===== config.mk =====
export PLATFORM = sky130hd
export DESIGN_NAME = htd_ctrl
export DESIGN_NICKNAME = d
export VERILOG_FILES = /design/src/hw/rtl/huffman_tree_decoder_macros.svh /design/src/hw/rtl/htd_pkg.sv /design/src/hw/rtl/htd_ctrl.sv
export SDC_FILE = /design/constraint.sdc
export NUM_CORES = 1
export LEC_CHECK = 0
export BUFFER_PORTS_ARGS = -buffer_cell sky130_fd_sc_hd__buf_2
export CAP_MARGIN = 40
export CORE_ASPECT_RATIO = 1.25
export CORE_MARGIN = 2
export CORE_UTILIZATION = 30
export DETAILED_ROUTE_END_ITERATION = 10
export REMOVE_ABC_BUFFERS = 1
export SYNTH_ARGS = -nofsm -noshare
export SYNTH_HDL_FRONTEND = slang
export SYNTH_SLANG_ARGS = --single-unit

===== constraint.sdc =====
create_clock -name clk -period 3.1 [get_ports clk]
set_input_delay 0 -clock clk [delete_from_list [all_inputs] [get_ports clk]]
set_output_delay 0 -clock clk [all_outputs]
set_load 0.1 [all_outputs]

===== src/hw/rtl/huffman_tree_decoder_macros.svh =====
// ----------------------------------------------------------------------------
// Huffman tree decoder assertion macros
// Shared concurrent assertion forms for the decoder RTL.
// ----------------------------------------------------------------------------
`ifndef HUFFMAN_TREE_DECODER_MACROS_SVH
`define HUFFMAN_TREE_DECODER_MACROS_SVH

// Same-cycle implication, masked during reset
`define HTD_ASSERT_IMPL(name, clk, rst, ante, cons) \
  name: assert property (@(posedge clk) disable iff (rst) (ante) |-> (cons)) \
    else $error("htd: same-cycle check failed");

// Next-cycle implication, masked during reset
`define HTD_ASSERT_NEXT(name, clk, rst, ante, cons) \
  name: assert property (@(posedge clk) disable iff (rst) (ante) |=> (cons)) \
    else $error("htd: next-cycle check failed");

`endif


===== src/hw/rtl/htd_pkg.sv =====
// ----------------------------------------------------------------------------
// Huffman tree decoder package
// Opcodes, field widths and the controller/datapath interface types.
// ----------------------------------------------------------------------------
package htd_pkg;

  // Field widths
  localparam int SYM_W      = 8;
  localparam int LEN_W      = 6;
  localparam int CODE_W     = 32;
  localparam int CODE_IDX_W = 5;
  localparam int BYTE_BITS  = 8;
  localparam int BIT_W      = 3;
  localparam int DATA_W     = 32;
  localparam int PADDR_W    = 3;

  // Opcodes
  localparam logic [1:0] OP_CLEAR  = 2'd0;
  localparam logic [1:0] OP_LOAD   = 2'd1;
  localparam logic [1:0] OP_DECODE = 2'd2;

  // Register index (paddr bits above the byte offset)
  localparam logic [PADDR_W-3:0] REG_SYMBOL_COUNT = 1'b0;

  // Configuration write toward the datapath
  typedef struct packed {
    logic              valid;
    logic [DATA_W-1:0] value;
  } cfg_wr_t;

  // Controller commands
  typedef struct packed {
    logic cap;
    logic clr;
    logic ld_rd;
    logic ld_adv;
    logic ld_new;
    logic ld_store;
    logic ld_fail;
    logic dc_rd_walk;
    logic dc_rd_link;
    logic dc_descend;
    logic dc_leaf;
    logic dc_miss;
    logic flush;
    logic fin;
  } dp_cmd_t;

  // Datapath status
  typedef struct packed {
    logic done_flag;
    logic ld_end;
    logic ld_link_zero;
    logic store_full;
    logic dc_link_zero;
    logic is_leaf;
    logic last_bit;
    logic count_hit;
    logic slot_free;
    logic staged_valid;
  } dp_status_t;

endpackage


===== src/hw/rtl/htd_ctrl.sv =====
// ----------------------------------------------------------------------------
// Huffman tree decoder controller
// Sequences clear, code load and byte decode over the datapath.
// ----------------------------------------------------------------------------
module htd_ctrl (
  input  logic                clk,
  input  logic                rst,
  input  logic                in_valid,
  output logic                in_ready,
  input  logic [1:0]          opcode,
  input  htd_pkg::dp_status_t status,
  output htd_pkg::dp_cmd_t    cmd
);
  import htd_pkg::*;

  localparam logic [2:0] S_IDLE     = 3'd0;
  localparam logic [2:0] S_LD_RD    = 3'd1;
  localparam logic [2:0] S_LD_EX    = 3'd2;
  localparam logic [2:0] S_DC_RD    = 3'd3;
  localparam logic [2:0] S_DC_NODE  = 3'd4;
  localparam logic [2:0] S_DC_CHILD = 3'd5;
  localparam logic [2:0] S_FIN      = 3'd6;

  logic [2:0] state;
  logic [2:0] state_next;
  logic       emit_block;

  assign in_ready   = (state == S_IDLE);
  assign emit_block = status.staged_valid && !status.slot_free;

  // Next state and commands
  always_comb begin
    cmd        = '0;
    state_next = state;
    unique case (state)
      S_IDLE: begin
        if (in_valid) begin
          cmd.cap = 1'b1;
          unique case (opcode)
            OP_CLEAR: begin
              cmd.clr    = 1'b1;
              state_next = S_FIN;
            end
            OP_LOAD: begin
              state_next = S_LD_RD;
            end
            OP_DECODE: begin
              state_next = status.done_flag ? S_FIN : S_DC_RD;
            end
            default: begin
              state_next = S_FIN;
            end
          endcase
        end
      end
      S_LD_RD: begin
        cmd.ld_rd  = 1'b1;
        state_next = S_LD_EX;
      end
      S_LD_EX: begin
        priority if (status.ld_end) begin
          cmd.ld_store = 1'b1;
          state_next   = S_FIN;
        end else if (!status.ld_link_zero) begin
          cmd.ld_adv = 1'b1;
          state_next = S_LD_RD;
        end else if (status.store_full) begin
          cmd.ld_fail = 1'b1;
          state_next  = S_FIN;
        end else begin
          cmd.ld_new = 1'b1;
          state_next = S_LD_RD;
        end
      end
      S_DC_RD: begin
        cmd.dc_rd_walk = 1'b1;
        state_next     = S_DC_NODE;
      end
      S_DC_NODE: begin
        if (status.dc_link_zero) begin
          // Missing child: flush any pending symbol, then report the error
          if (!emit_block) begin
            cmd.flush   = status.staged_valid;
            cmd.dc_miss = 1'b1;
            state_next  = S_FIN;
          end
        end else begin
          cmd.dc_rd_link = 1'b1;
          state_next     = S_DC_CHILD;
        end
      end
      S_DC_CHILD: begin
        if (status.is_leaf) begin
          // Leaf: push out the previous symbol, hold this one as pending
          if (!emit_block) begin
            cmd.flush   = status.staged_valid;
            cmd.dc_leaf = 1'b1;
            state_next  = (status.count_hit || status.last_bit) ? S_FIN : S_DC_RD;
          end
        end else begin
          cmd.dc_descend = 1'b1;
          state_next     = status.last_bit ? S_FIN : S_DC_NODE;
        end
      end
      S_FIN: begin
        if (status.slot_free) begin
          cmd.fin    = 1'b1;
          state_next = S_IDLE;
        end
      end
      default: begin
        state_next = S_IDLE;
      end
    endcase
  end

  // State register
  always_ff @(posedge clk) begin
    if (rst) begin
      state <= S_IDLE;
    end else begin
      state <= state_next;
    end
  end

endmodule


; After elaboration in Yosys (flattened, before gate mapping)
; Index checks and enable logic that the tools add are counted.
[totals]
inputBits = 15
register_bits = 3
out_inout_bits = 15
[classes]
n_reduce_logical = 6
eq_ne = 12
muxes = 42
[op_table]
columns = cell, n
row1 = $mux 3, 11
row2 = $pmux 3 s7, 1
row3 = $mux 1, 20
row4 = $mux 2, 7
row5 = $eq 3x3->1 const B, 3
row6 = $eq 3x2->1 const B, 2
row7 = $ne 3x3->1 const B, 2
row8 = $pmux 3 s2, 1
row9 = $mux 4, 1
row10 = $ne 2x2->1 const B, 2
row11 = $reduce_and 4->1, 1
row12 = $eq 3x1->1 const B, 1
row13 = $logic_not 3->1, 1
row14 = $eq 2x1->1 const B, 1
row15 = $eq 2x2->1 const B, 1
row16 = $logic_not 2->1, 1
row17 = $pmux 1 s2, 1
row18 = $logic_and 1x1->1, 1
row19 = $logic_not 1->1, 1
row20 = $logic_or 1x1->1, 1

; Depth between registers and ports, before layout
[depth]
word_depth = 5
depth_mapped = 6
depth_no_buf = 6

; Least setup slack after synthesis
; OpenSTA, ideal clock, no wires.
[synth_timing]
path_kind = register -> register
startpoint = register state[2]
endpoint = register state[0]
path_buffers = 0
t_required_ns = 3.017
path_stages_with_launch = 5
arrival_time_ns = 3.989
setup_slack_ns = -0.971
cell_sequence = dfxtp_1 > inv_1 > nor4_1 > nor4_1 > nor3_2
[synth_via]
elab_chain_cells = 3
word_cells_on_any_way = 13
classes_between = eq/ne: 10 / mux: 1 / reduce/logical: 2
[synth_lines]
columns = element, line
row1 = start: declaration, htd_ctrl.sv:24  ; logic [2:0] state;
row2 = start signal: assignment, htd_ctrl.sv:122  ; state <= state_next;
row3 = $eq 3x3->1 / $logic_not 3->1 (equally long branches), htd_ctrl.sv:35  ; unique case (state)
row4 = $ne 3x3->1 (no source line) / $ne 2x2->1 (equally long branches), --
row5 = $reduce_and 4->1 (no source line), --
; Several ways; a longest one is shown, not always the timed one.
; A chain may end at the register's enable or synchronous reset.

==> metrics.cfg <==
[critical_path]
critical_path.endpoint_type = output pin
timing.rr.end = state[0]
critPathLaunchType = flip-flop
critical_path_arrival_ns = 2.07
critical_path_class = flip-flop to output pin
critical_path.endpoint = cmd[9]
path_max_fanout = 18
crit-reg2reg-launch = state[1]
r2r_setup_slack_ns = 1.46
critPathLaunch = state[1]
cp.required_ns = 3.10
r2r.worst_path.cells = 4

[logic_synthesis]
synth.cell_area_um2 = 517
synthTopCellsByArea = sky130_fd_sc_hd__dfxtp_1, sky130_fd_sc_hd__ha_1, sky130_fd_sc_hd__a21oi_1, sky130_fd_sc_hd__nor3b_1, sky130_fd_sc_hd__nor4_1
synth-edff-count = 0
sequential_fraction_of_the_synthesis_area_pct = 11.6
async_flop_share_pct = 0
yosysWarnings = 0
yosys.area.top_type = sky130_fd_sc_hd__dfxtp_1
synth_top_flop_cell = sky130_fd_sc_hd__dfxtp_1
yosys_register_bits = 3
postSynthAreaPerCell_um2 = 7.60
synth_cells = 68
post_synth_num_cell_types = 36
synth_top_area_share_pct = 11.6

[sta]
final_period_minus_worst_setup_slack_ns = 2.07
setup_violations = 0
worst_max_slew_pin_slew_ns = 0.538
setup-tns-final_ns = 0
finClkSkew_ns = 0.00114
final-max-slew-violation-count = 0
achievable_freq_ghz = 0.483
report.final.hold_viol_count = 0
post-route-worst-setup-slack_ns = 1.03
fin_crit_sh_pct = 66.7
timing.max_slew.rel_slack_pct = 64.1
rsz_0062_raised_after_global_routing = false

[routing]
drc = 0
number_of_design_rule_violations_left_by_the_first_detailed_router_iteration = 11
wire_per_inst_um = 11.5
finalWirelength_mm = 1.34
detail_route.vias_per_cell = 5.23
ant_nets = 0
dr.pass1.iters = 4
dr_total_vias = 607

[flow_run]
max_cap_violations = 0

[finish]
regMostFlops = state
final_cell_mix = sky130_fd_sc_hd__buf_2, sky130_fd_sc_hd__nor2_1, sky130_fd_sc_hd__a21oi_1
design.final.nets = 118
reg_top3 = state x3
antennaDiodeCount = 0
layout.cells.most_common = sky130_fd_sc_hd__buf_2
layout.core_utilization_pct = 43.3
syn2layout_area_growth_pct = 34.1
max_reg_flops = 3
layout.cell_area.non_filler_um2 = 693
drive_above_1_share_pct = 36.7

[floorplan]
floorplan.die_area_um2 = 2070
floorplan.initialDensity_pct = 32.3
core_area_um2 = 1600
die_x_um = 41.1
die-height_um = 50.4
number_of_standard_cell_rows_in_the_floorplan = 16
ios = 30

[placement]
routabilityCongestion = 0.762
port_buffers = 29
hpwlAfterDp_mm = 1.06
post-place-ws_ns = 1.31
placed_cell_area_um2 = 657

[clock_tree]
clk_pin_slew_worst_paths_ns = 0.04
cts_root_buf = sky130_fd_sc_hd__clkbuf_4
clk-insertion-delay-late_ns = 0.23
max-clock-path-buffers = 2
cts-buffers-inserted = 3
clkSinkCount = 3
cts_tree = done
cts-resized-gates = 0
cts-htree-levels = 1

[global_routing]
grt_max_degree = 19
gr-total-overflow = 0
grt_pass1_wl_mm = 2.30
antenna_violations_before_repair = 0
grt_pass1_vias = 533
track_usage_pct = 15.2

[min_path]
hp-class = input port to flip-flop
timing.hold.worst.start = status[1]

[power]
power.leakage_nw = 0.346
vdd.ir_drop.worst_mv = 0.615
power_w = 0.000687
power-per-cell-area_nw_per_um2 = 991

[outcome]
status = completed

[logic make-up after synthesis]
family,Yosys count,share of synthesized area [%]
flip-flops,3,11.6
multiplexers,1,2.18
AO/OA/AOI/OAI,16,23.5
buffers and inverters,8,8.23
adder cells (fa/ha/maj),4,9.69
AND/OR/NAND/NOR,36,44.8
[per-stage QoR]
stage          std cells  hold slack (ns)
6_report             116            0.203
4_1_cts              116            0.201
3_5_place_dp         111            0.223
3_3_place_gp         111            0.219
2_1_floorplan         64           0.0697
5_1_grt              116            0.238
[layout make-up]
type | instances | area, um2
multi-input combinational | 57 | 414
clock buffer | 4 | 26.3
fill | 182 | 908
sequential | 3 | 60.1
timing repair buffer | 30 | 155
inverter | 4 | 15.0
tap | 18 | 22.5
[critical path, cell delays in order (launching register included)]
cell,delay [ns]
sky130_fd_sc_hd__dfxtp_1,0.65
sky130_fd_sc_hd__or4b_4,0.56
sky130_fd_sc_hd__nor3b_1,0.18
sky130_fd_sc_hd__buf_2,0.45
[synthesized netlist by cell type (all sizes together) (2+ instances only)]
master / instances
ha: 4
and2: 2
nor4: 4
nand2: 3
nand4b: 2
a211oi: 2
a21oi: 6
nor3b: 4
buf: 3
dfxtp: 3
inv: 4
nor3: 2
nor4b: 2
nor2b: 2
and3: 2
nor2: 6
[layer usage]
metal | part of all wire (%) | routed length, um | track usage (%)
met5 | 0 | 0 | 0
met2 | 50 | 667 | 24.0
met4 | 0 | 0 | 4.84
met3 | 6.4 | 85 | 0.885
met1 | 44 | 583 | 21.1
[repair_timing]
item,4_1_cts,5_1_grt
hold buffers,1,0
buffers inserted,0,0
hold endpoints to repair,2,0
endpoints found under the setup margin,0,0
[worst min-delay path by stage]
stage	endpoint	slack, ns	cells after the start
after floorplan	state[0]	0.07	1
after global placement	state[0]	0.22	2
after detailed placement	state[0]	0.22	2
after CTS	state[0]	0.20	4
after global routing	state[0]	0.24	4
final	state[0]	0.20	4
[power breakdown]
part | total [W] | leakage [nW] | switching [W] | internal, W
sequential | 0.000119 | 0.0247 | 0.0000643 | 0.0000550
combinational | 0.000499 | 0.307 | 0.000377 | 0.000122
clock | 0.0000685 | 0.0150 | 0.0000203 | 0.0000482
Note: power is estimated with default switching activity, not from simulation.
