===== config.mk =====
export PLATFORM = sky130hd
export DESIGN_NAME = htd_cfg
export DESIGN_NICKNAME = d
export VERILOG_FILES = /design/src/hw/rtl/huffman_tree_decoder_macros.svh /design/src/hw/rtl/htd_pkg.sv /design/src/hw/rtl/htd_cfg.sv
export SDC_FILE = /design/constraint.sdc
export NUM_CORES = 1
export LEC_CHECK = 0
export ABC_AREA = 1
export BUFFER_PORTS_ARGS = -buffer_cell sky130_fd_sc_hd__buf_2
export CORE_ASPECT_RATIO = 0.7
export CORE_MARGIN = 4
export CORE_UTILIZATION = 40
export CTS_CLUSTER_DIAMETER = 200
export DETAILED_ROUTE_END_ITERATION = 10
export PLACE_DENSITY = 0.78
export SLEW_MARGIN = 30
export SYNTH_ARGS = -nofsm -noshare
export SYNTH_HDL_FRONTEND = slang
export SYNTH_SLANG_ARGS = --single-unit

===== constraint.sdc =====
create_clock -name clk -period 1.4 [get_ports clk]
set_input_delay 0.07 -clock clk [delete_from_list [all_inputs] [get_ports clk]]
set_output_delay 0.07 -clock clk [all_outputs]
set_load 0.05 [all_outputs]

===== src/hw/rtl/huffman_tree_decoder_macros.svh =====
// ----------------------------------------------------------------------------
// Huffman tree decoder assertion macros
// Shared concurrent assertion forms for the decoder RTL.
// ----------------------------------------------------------------------------
`ifndef HUFFMAN_TREE_DECODER_MACROS_SVH
`define HUFFMAN_TREE_DECODER_MACROS_SVH

// Same-cycle implication, masked during reset
`define HTD_ASSERT_IMPL(name, clk, rst, ante, cons) \
  name: assert property (@(posedge clk) disable iff (rst) (ante) |-> (cons)) \
    else $error("htd: same-cycle check failed");

// Next-cycle implication, masked during reset
`define HTD_ASSERT_NEXT(name, clk, rst, ante, cons) \
  name: assert property (@(posedge clk) disable iff (rst) (ante) |=> (cons)) \
    else $error("htd: next-cycle check failed");

`endif


===== src/hw/rtl/htd_pkg.sv =====
// ----------------------------------------------------------------------------
// Huffman tree decoder package
// Opcodes, field widths and the controller/datapath interface types.
// ----------------------------------------------------------------------------
package htd_pkg;

  // Field widths
  localparam int SYM_W      = 8;
  localparam int LEN_W      = 6;
  localparam int CODE_W     = 32;
  localparam int CODE_IDX_W = 5;
  localparam int BYTE_BITS  = 8;
  localparam int BIT_W      = 3;
  localparam int DATA_W     = 32;
  localparam int PADDR_W    = 3;

  // Opcodes
  localparam logic [1:0] OP_CLEAR  = 2'd0;
  localparam logic [1:0] OP_LOAD   = 2'd1;
  localparam logic [1:0] OP_DECODE = 2'd2;

  // Register index (paddr bits above the byte offset)
  localparam logic [PADDR_W-3:0] REG_SYMBOL_COUNT = 1'b0;

  // Configuration write toward the datapath
  typedef struct packed {
    logic              valid;
    logic [DATA_W-1:0] value;
  } cfg_wr_t;

  // Controller commands
  typedef struct packed {
    logic cap;
    logic clr;
    logic ld_rd;
    logic ld_adv;
    logic ld_new;
    logic ld_store;
    logic ld_fail;
    logic dc_rd_walk;
    logic dc_rd_link;
    logic dc_descend;
    logic dc_leaf;
    logic dc_miss;
    logic flush;
    logic fin;
  } dp_cmd_t;

  // Datapath status
  typedef struct packed {
    logic done_flag;
    logic ld_end;
    logic ld_link_zero;
    logic store_full;
    logic dc_link_zero;
    logic is_leaf;
    logic last_bit;
    logic count_hit;
    logic slot_free;
    logic staged_valid;
  } dp_status_t;

endpackage


===== src/hw/rtl/htd_cfg.sv =====
// ----------------------------------------------------------------------------
// Huffman tree decoder register port
// APB-style access to the symbol count register.
// ----------------------------------------------------------------------------
module htd_cfg (
  input  logic                        clk,
  input  logic                        rst,
  input  logic                        psel,
  input  logic                        penable,
  input  logic                        pwrite,
  input  logic [htd_pkg::PADDR_W-1:0] paddr,
  input  logic [htd_pkg::DATA_W-1:0]  pwdata,
  output logic [htd_pkg::DATA_W-1:0]  prdata,
  output logic                        pready,
  output htd_pkg::cfg_wr_t            cfg_wr
);
  import htd_pkg::*;

  logic [DATA_W-1:0] symbol_count;
  logic              hit;
  logic              wr_en;

  // Decode register select and write strobe
  assign hit    = (paddr[PADDR_W-1:2] == REG_SYMBOL_COUNT);
  assign wr_en  = psel && penable && pwrite && hit;
  assign pready = 1'b1;

  // Hold the symbol count
  always_ff @(posedge clk) begin
    if (rst) begin
      symbol_count <= DATA_W'(1);
    end else if (wr_en) begin
      symbol_count <= pwdata;
    end
  end

  // Read back
  assign prdata = hit ? symbol_count : '0;

  // Forward the write to the datapath
  assign cfg_wr.valid = wr_en;
  assign cfg_wr.value = pwdata;

endmodule


After elaboration in Yosys (flattened, before gate mapping)

Index checks and enable logic that the tools add are counted.

Muxes and demuxes: 1
Bitwise operators: 1
Reductions and logical operators: 3

Operator list:

| cell              | number |
|---|---|
| $mux 32           | 1 |
| $logic_and 1x1->1 | 3 |
| $not 1->1         | 1 |

Register bits after elaboration: 32
Input port bits: 40
Output and inout port bits: 66
Word-level logic and storage cells: 6

Longest topological paths before layout

Gate-level depths: netlist of the first run.

Word-level depth: 3
Mapped depth: 7

Worst setup path after synthesis of the first run

No wires, ideal clock.

Path kind: input port to output port
Start: input port paddr[2] (netlist name)
End: output port prdata[0] (netlist name)
Arrival: 1.049 ns
Setup slack: 0.281 ns
Stages on the path: 3
Path buffers: 2
Cell sequence: buf_6 clkbuf_1 nor2_1

Cells in the longest elaborated chain, start to end: 1

RTL lines:

| item            | RTL line      | source |
|---|---|---|
| start, declared | htd_cfg.sv:11 | `input logic [htd_pkg::PADDR_W-1:0] paddr,` |
| $mux 32         | htd_cfg.sv:38 | `assign prdata = hit ? symbol_count : '0;` |
| end, declared   | htd_cfg.sv:13 | `output logic [htd_pkg::DATA_W-1:0] prdata,` |

No other way between the ends.

Final worst setup path of the first run

Start: register symbol_count[4]
End: output port prdata[4] (netlist name)

Cells in the longest elaborated chain, start to end: 1

RTL lines:

| item                   | RTL line      | source |
|---|---|---|
| start, declared        | htd_cfg.sv:19 | `logic [DATA_W-1:0] symbol_count;` |
| start signal, assigned | htd_cfg.sv:33 | `symbol_count <= pwdata;` |
| $mux 32                | htd_cfg.sv:38 |  |

No other way between the ends.

==> flow_summary.toml, run 1 <==
[status]
status = "finished clean"

[route]
dr_wl_met3_um = 308
first_iter_violations = 45
top_layer = "met4"
viasPerCell = 4.09
ant_nets = 0
drt-pass1-iter-count = 4
wire_per_inst_um = 9.66
drc = 0
wl_um = 4350
dr_wl_met2_um = 1990
drt-met1-wl_um = 2030
num_vias = 1839

[sta]
hold_viol = 0
setup_tns_ns = 0
report.final.slew_viol_count = 0
max_freq_mhz = 902
fin_hold_ws_ns = 0.0428
final-setup-viol-count = 0
period_share_pct = 79.2
fin_crit_ns = 1.11
rsz0062_at_grt = "no"
skew_ns = 0

[synth]
synth_seq_cells = 32
ys_seq_area_share_pct = 32.7
syn_area_um2 = 1960
synth_nets = 353
syn_inst = 313
synth-compound-area-share_pct = 0.255
synthMuxAreaShare_pct = 0
synth_xor_area_share_pct = 0
ys_warn_count = 0
synth_cell_types = 18
yosys.area_share.simple_pct = 35.5
yosys.area_share.adder_pct = 0
synth_top_family_by_area = "simple AND/OR/NAND/NOR gates"
avgSynthCellArea_um2 = 6.27

[critical_path]
worstPathArrival_ns = 1.04
crit_family = "flip-flops"
crit_path_end_kind = "output pin"
crit_chain = "inv_1 -> nor2_1 -> buf_2"
cp-start-kind = "flop"
slowest_stage = "dfxtp_1"
crit_type = "flop to output pin"
cp_num_buf_inv = 2
cp_max_fo = 2
critPathRequiredTime_ns = 1.33
cp_slowest_stage_delay_ns = 0.33

[pwr]
vdd_drop_max_uv = 429
seqPwrFrac_pct = 43.6
pwr-share-clk_pct = 29.7
comb_power_share_pct = 26.7
p_per_area_nw_per_um2 = 934
p_sw_share_pct = 34.7
power_leakage_uw = 0.00135
p_int_uw = 1430
power_switching_uw = 763

[clocking]
cts_buffer_depth = 2
cts_tree = "built"
post-cts-setup-buffer-count = 0
hold_buffers = 0
htree_levels = 2
cts.clk_slew.worst_paths_ns = 0.07
cts_buffers = 5
cts_root_buffer = "clkbuf_8"
cts_resized = 0
clock_latency_ns = 0.27
cts.sinks = 32

[placed_design]
io_buffers = 102
place_congestion = 0.702
dpl.hpwl_um = 3290

[finish]
top_register = "symbol_count"
reg_top3 = "symbol_count x32"
fillCellCount = 519
layout-drive-gt1-share_pct = 34.1
nets = 421
area_delta_synth_final_pct = 19.9
largest_reg_flops = 32
multi_input_area_um2 = 706
num_antenna_cells = 0
register_area_um2 = 641

[global_routing]
grt_max_degree = 33
antenna_found_initial = 0
grt_pass1_vias = 1584
grt_pass1_wl_um = 6930
grt_usage_pct = 14.1
grt_overflow = 0

[die]
ios = 106
start_util_pct = 41.3
core_area_um2 = 4760
die_w_um = 91.7
dieArea_um2 = 6110
rows = 21
die_h_um = 66.6

[flow_run]
maxCapViolations = 0

[worst_hold_path]
hold_class = "primary input to flop"
## kinds of logic (layout without fill, tap and decap cells)
family                 Yosys count  in the layout
DFF                             32             32
AOI/OAI and AO/OA                1              1
and+or+nand+nor                162            162
buffers and inverters          117            185
other                            1              1
## stage by stage
stage | std cells | utilization (%) | cell area [um2] | setup slack (ns) | total power (uW)
after CTS | 450 | 49.5 | 2350 | 0.290 | 2230
final | 450 | 49.5 | 2350 | 0.292 | 2200
after detailed placement | 443 | 47.8 | 2270 | 0.260 | 1570
after global placement | 443 | 47.8 | 2270 | 0.305 | 1560
after global routing | 450 | 49.5 | 2350 | 0.216 | 2310
after floorplan | 313 | - | 1960 | 0.281 | 1480
## final cells by class
| cell class | instances | area share [%] |
|---|---|---|
| clock buffers | 6 | 3.09 |
| well taps | 69 | 3.67 |
| repair buffers | 111 | 25.1 |
| clock inverters | 1 | 0.213 |
| flip-flops and latches | 32 | 27.2 |
| inverters | 67 | 10.7 |
| multi-input cells | 164 | 30.0 |
## cells in the mapped netlist, drive strengths merged
cell type | number | area, um2
nor2 | 96 | 399
inv | 67 | 251
buf | 47 | 353
nand2 | 34 | 138
dfxtp | 32 | 641
nand3 | 32 | 160
clkbuf | 3 | 11.3
conb | 1 | 3.75
o21ai | 1 | 5.00
## per-layer routing
| layer | vias to the layer above | GRT usage, % |
|---|---|---|
| li1 | 995 | - |
| met1 | 777 | 17.5 |
| met2 | 63 | 24.6 |
| met3 | 4 | 3.61 |
| met4 | 0 | 3.89 |
| met5 | - | 0 |
## worst register-to-register path, delay by kind of cell, from the launching register on
kind               cells  cell delay [ns]
DFF                    1             0.31
and+or+nand+nor        1             0.08
AOI/OAI and AO/OA      1             0.07
## power groups by stage
stage	logic, uW	registers [uW]	clock network (uW)
floorplan	504	976	0
global placement	582	978	0
detailed placement	590	979	0
CTS	591	959	681
global route	633	962	712
finish	586	959	653
## layout by cell type, fill, tap and decap left out
cell / netlist / layout
buf_12: 0 / 1
buf_2: 3 / 102
buf_4: 37 / 8
clkbuf_1: 3 / 1
clkbuf_8: 0 / 5
clkinv_2: 0 / 1
conb_1: 1 / 1
dfxtp_1: 32 / 32
inv_1: 66 / 66
inv_2: 1 / 1
nand2_1: 32 / 32
nand2_2: 1 / 1
nand2_4: 1 / 1
nand3_1: 32 / 32
nor2_1: 86 / 86
nor2_2: 9 / 9
nor2_8: 1 / 1
o21ai_0: 1 / 1
## worst paths after layout
path                                 startpoint                       endpoint  slack, ns  cells after the start
hold reg to reg   symbol_count[27]$_SDFFE_PP0P_  symbol_count[27]$_SDFFE_PP0P_       0.48                      2
setup reg to reg   symbol_count[0]$_SDFFE_PP1P_   symbol_count[0]$_SDFFE_PP1P_       0.81                      2
hold / removal                        pwdata[0]   symbol_count[0]$_SDFFE_PP1P_       0.04                      3
setup / recovery   symbol_count[4]$_SDFFE_PP0P_                      prdata[4]       0.29                      3
No activity file was read; power rests on OpenSTA's default activity.
==> run 2, diff against run 1 <==
--- a/config.mk
+++ b/config.mk
@@ -5,7 +5,7 @@
 export SDC_FILE = /design/constraint.sdc
 export NUM_CORES = 1
 export LEC_CHECK = 0
-export ABC_AREA = 1
+export ABC_AREA = 0
 export BUFFER_PORTS_ARGS = -buffer_cell sky130_fd_sc_hd__buf_2
 export CORE_ASPECT_RATIO = 0.7
 export CORE_MARGIN = 4
==> constraint.sdc (replaced) <==
create_clock -name clk -period 1.1 [get_ports clk]
set_input_delay 0.055 -clock clk [delete_from_list [all_inputs] [get_ports clk]]
set_output_delay 0.055 -clock clk [all_outputs]
set_load 0.05 [all_outputs]
==> run 2 against run 1 <==
- setup slack worse by 0.25 ns
- cell count decreased by 26%
- hold slack lost 0.0051 ns
- routed wire length fell by 13%
- critical path type unchanged
- critical endpoint is now prdata[16]
==> flow_summary.toml, run 2 <==
[sta]
final-setup-viol-count = 0
hold_viol = 0
tightest_slew_ns = 0.762
timing.slew.headroom_pct = 49.2
fin_crit_ns = 1.06
setup_tns_ns = 0
report.final.slew_viol_count = 0
max_freq_mhz = 948
period_share_pct = 95.9
skew_ns = 0

[pwr]
p_per_area_nw_per_um2 = 1160
finalPower_uw = 2730
power_leakage_uw = 0.00106
vdd_drop_max_uv = 920

[global_routing]
antenna_found_initial = 0
grt_pass1_vias = 1354
grt_overflow = 0
grt_usage_pct = 12.2
grt_max_degree = 65
grt_pass1_wl_um = 5940

[route]
num_vias = 1443
viasPerCell = 4.36
drt-pass1-iter-count = 4
ant_nets = 0
wl_um = 3790
drc = 0
wire_per_inst_um = 11.5
first_iter_violations = 30

[critical_path]
crit_family = "flip-flops"
crit_type = "flop to output pin"
cp_slowest_stage_delay_ns = 0.33
crit_path_end_kind = "output pin"
slowest_stage = "dfxtp_1"
worstPathArrival_ns = 1.00
cp-start-kind = "flop"
cp_max_fo = 2
crit_chain = "nor2b_1 -> clkbuf_4"
cp_num_buf_inv = 1
critPathRequiredTime_ns = 1.04

[synth]
synth_cell_types = 12
syn_inst = 210
synth-edff-count = 0
synth_nets = 250
synth_commonest_cells = "nand2b_1, buf_4, dfxtp_1, mux2i_1, nor2b_1"
syn_area_um2 = 1940
synth_area_leader_cell = "dfxtp_1"
synth_most_common_cell = "nand2b_1"
synth_top_area_share_pct = 33.0
ys_warn_count = 0
ys_seq_area_share_pct = 33.0
avgSynthCellArea_um2 = 9.24
synth_seq_cells = 32
ys_top_cells_by_area = "dfxtp_1, nand2b_1, mux2i_1"
async_reset_ff_share_pct = 0
ys.flop_type = "dfxtp_1"

[finish]
fillCellCount = 440
top_register = "symbol_count"
nets = 315
layout-drive-gt1-share_pct = 42.4
area_delta_synth_final_pct = 21.1
most-common-layout-cells = "buf_2, nand2b_1, mux2i_1, dfxtp_1, nor2b_1"
largest_reg_flops = 32
final_common_cell = "buf_2"
num_antenna_cells = 0
reg_top3 = "symbol_count x32"

[clocking]
cts.sinks = 32
cts_root_buffer = "clkbuf_8"
htree_levels = 2
clock_latency_ns = 0.28
hold_buffers = 0
cts_buffer_depth = 2
cts.clk_slew.worst_paths_ns = 0.07
cts_buffers = 5
cts_tree = "built"

[die]
start_util_pct = 43.1
die_w_um = 91.2
core_area_um2 = 4500
dieArea_um2 = 6040
rows = 20
die_h_um = 66.3
ios = 106

[placed_design]
dpl.hpwl_um = 2770
place_congestion = 0.621
io_buffers = 102

[worst_hold_path]
hold_class = "primary input to flop"

[flow_run]
maxCapViolations = 0

[status]
status = "finished clean"
[run 2: changes by cell type in the layout (fill, tap and decap cells not counted), sizes merged, moves of 30 or more]
cell    previous run  this run
nor2              96         2
nand2b             0        62
nor2b              0        30
mux2i              0        32
nand3             32         0
nand2             34         0
inv               67         0
[run 2: kinds of logic after synthesis]
| kind of cell | synth area share, % |
|---|---|
| mux | 16.5 |
| simple gates | 31.5 |
| buf+inv | 18.8 |
| flops | 33.0 |
| other cells | 0.193 |
[run 2: metal layers]
| metal | part of all wire (%) | global-route usage (%) |
|---|---|---|
| met4 | 0.37 | 4.51 |
| met1 | 47 | 14.2 |
| met5 | 0 | 0 |
| met3 | 7.3 | 3.87 |
| met2 | 45 | 21.3 |
[run 2: power breakdown]
| part | switching, uW | internal [uW] | total [uW] |
|---|---|---|---|
| combinational | 431 | 195 | 626 |
| sequential | 11.0 | 1180 | 1200 |
| clock | 409 | 498 | 907 |
[run 2: worst min-delay path: cells and delay by family]
kind / cells / cell delay [ns]
buffers and inverters: 1 / 0.10
muxes: 1 / 0.06
and+or+nand+nor: 1 / 0.05
[run 2: layout make-up]
class | count | area [um2] | area share, %
Clock buffer | 6 | 82.6 | 3.52
Clock inverter | 2 | 10.0 | 0.426
Multi-Input combinational cell | 130 | 936 | 39.9
Sequential cell | 32 | 641 | 27.3
Tap cell | 55 | 68.8 | 2.93
Timing Repair Buffer | 106 | 611 | 26.0
[run 2: path summary, 6_finish.rpt]
path                                                    start                            end  slack, ns  cells past startpoint
worst min register to register   symbol_count[8]$_SDFFE_PP0P_   symbol_count[8]$_SDFFE_PP0P_       0.47                      2
worst max-delay path            symbol_count[16]$_SDFFE_PP0P_                     prdata[16]       0.04                      2
worst min-delay path                               pwdata[25]  symbol_count[25]$_SDFFE_PP0P_       0.04                      3
worst max register to register   symbol_count[0]$_SDFFE_PP1P_   symbol_count[0]$_SDFFE_PP1P_       0.50                      2
[run 2: metrics by stage]
stage               util (%)  setup WS [ns]  cell area, um2  hold slack, ns  std cells
floorplan                  -         0.0258            1940           0.210        210
global placement        49.1         0.0400            2210           0.328        323
detailed placement      49.1         0.0259            2210           0.333        323
CTS                     51.1        0.00197            2300          0.0298        331
global route            52.1        -0.0189            2350          0.0365        331
finish                  52.1         0.0448            2350          0.0376        331
[run 2: timing repair]
| action | in CTS | in global routing |
|---|---|---|
| setup buffers | 0 | 0 |
| setup endpoints to repair | 0 | 18 |
| gates resized for setup | 0 | 27 |
==> run 3, diff against run 2 <==
--- a/config.mk
+++ b/config.mk
@@ -12,6 +12,7 @@
 export CORE_UTILIZATION = 40
 export CTS_CLUSTER_DIAMETER = 200
 export DETAILED_ROUTE_END_ITERATION = 10
+export MAX_ROUTING_LAYER = met4
 export PLACE_DENSITY = 0.78
 export SLEW_MARGIN = 30
 export SYNTH_ARGS = -nofsm -noshare
==> run 3 against run 2 <==
- routed wire length down 0.32%
- first-iteration DRC count unchanged
- critical endpoint unchanged
- power about the same
- sequential power about the same
- die area unchanged
- non-clock buffer count unchanged
==> flow_summary.toml, run 3 (synthesis gave the netlist of run 2 again) <==
[die]
start_util_pct = 43.1
die_h_um = 66.3
die_w_um = 91.2
ios = 106
dieArea_um2 = 6040
core_area_um2 = 4500
rows = 20

[clocking]
cts.sinks = 32
clock_latency_ns = 0.28
cts_tree = "built"
cts.clk_slew.worst_paths_ns = 0.07
cts_buffer_depth = 2
hold_buffers = 0
cts_resized = 0
post-cts-setup-buffer-count = 0
cts_buffers = 5
cts_root_buffer = "clkbuf_8"
htree_levels = 2

[sta]
tightest_slew_ns = 0.760
hold_viol = 0
worst_slack_ns = 0.0447
setup_tns_ns = 0
timing.slew.headroom_pct = 49.3
report.final.slew_viol_count = 0
fin_crit_ns = 1.06
final-setup-viol-count = 0
max_freq_mhz = 948
fin_hold_ws_ns = 0.0380
period_share_pct = 95.9
skew_ns = 0

[global_routing]
grt_overflow = 0
grt_max_degree = 65
grt_pass1_wl_um = 5940
antenna_found_initial = 0
grt_usage_pct = 12.6
grt_pass1_vias = 1353

[route]
wl_um = 3780
num_vias = 1447
viasPerCell = 4.37
first_iter_violations = 30
ant_nets = 0
drt-pass1-iter-count = 4
wire_per_inst_um = 11.4
drc = 0

[placed_design]
io_buffers = 102
dp_slack_ns = 0.0259
place_congestion = 0.626
dpl.hpwl_um = 2770

[finish]
top_register = "symbol_count"
largest_reg_flops = 32
num_antenna_cells = 0
final_common_cell = "buf_2"
area_delta_synth_final_pct = 21.1
fin_util_pct = 52.1
layout-drive-gt1-share_pct = 42.4
reg_top3 = "symbol_count x32"
most-common-layout-cells = "buf_2, nand2b_1, mux2i_1, dfxtp_1, nor2b_1"
nets = 315

[worst_hold_path]
hold_class = "primary input to flop"

[critical_path]
cp-start-kind = "flop"
crit_chain = "nor2b_1 -> clkbuf_4"
crit_type = "flop to output pin"
cp_slowest_stage_delay_ns = 0.33
slowest_stage = "dfxtp_1"
critPathRequiredTime_ns = 1.04
cp_max_fo = 2
worstPathArrival_ns = 1.00
crit_path_end_kind = "output pin"

[flow_run]
maxCapViolations = 0

[pwr]
power_leakage_uw = 0.00106
p_per_area_nw_per_um2 = 1160
vdd_drop_max_uv = 920

[status]
status = "finished clean"
[run 3: cell counts in the layout (fill, tap and decap cells not counted)]
Identical to the previous run, type by type.
[run 3: final timing paths]
kind                            startpoint                       endpoint  slack (ns)  cells past startpoint
max          symbol_count[16]$_SDFFE_PP0P_                     prdata[16]        0.04                      2
max reg2reg   symbol_count[0]$_SDFFE_PP1P_   symbol_count[0]$_SDFFE_PP1P_        0.50                      2
min reg2reg   symbol_count[8]$_SDFFE_PP0P_   symbol_count[8]$_SDFFE_PP0P_        0.47                      2
min                             pwdata[25]  symbol_count[25]$_SDFFE_PP0P_        0.04                      3
[run 3: where the power goes]
part           switching [uW]  internal, uW
combinational             430           195
clock                     409           498
sequential               10.9          1180
total                     851          1880
[run 3: final cells by class]
cell class | count | area, um2
clock buffer | 6 | 82.6
clock inverter | 2 | 10.0
fill | 440 | 2160
multi-input combinational | 130 | 936
sequential | 32 | 641
tap | 55 | 68.8
timing repair buffer | 106 | 611
[run 3: layer usage]
metal  global-route usage [%]  share of wire, %  vias up
li1                         -                 -      747
met3                     3.64               7.6        4
met4                     4.51              0.90        0
met1                     14.3                47      634
met2                     21.3                45       62
met5                        -                 0        -
[run 3: critical path, delay by kind of cell, from the launching register on]
family	cells	cell delay, ns
flip-flops	1	0.33
buffers and inverters	1	0.24
AND/OR/NAND/NOR	1	0.15
[run 3: through the flow]
stage / total power (uW) / cells / instance area [um2]
2_1_floorplan: 1770 / 210 / 1940
3_3_place_gp: 1840 / 323 / 2210
3_5_place_dp: 1850 / 323 / 2210
4_1_cts: 2770 / 331 / 2300
5_1_grt: 2850 / 331 / 2350
6_report: 2730 / 331 / 2350
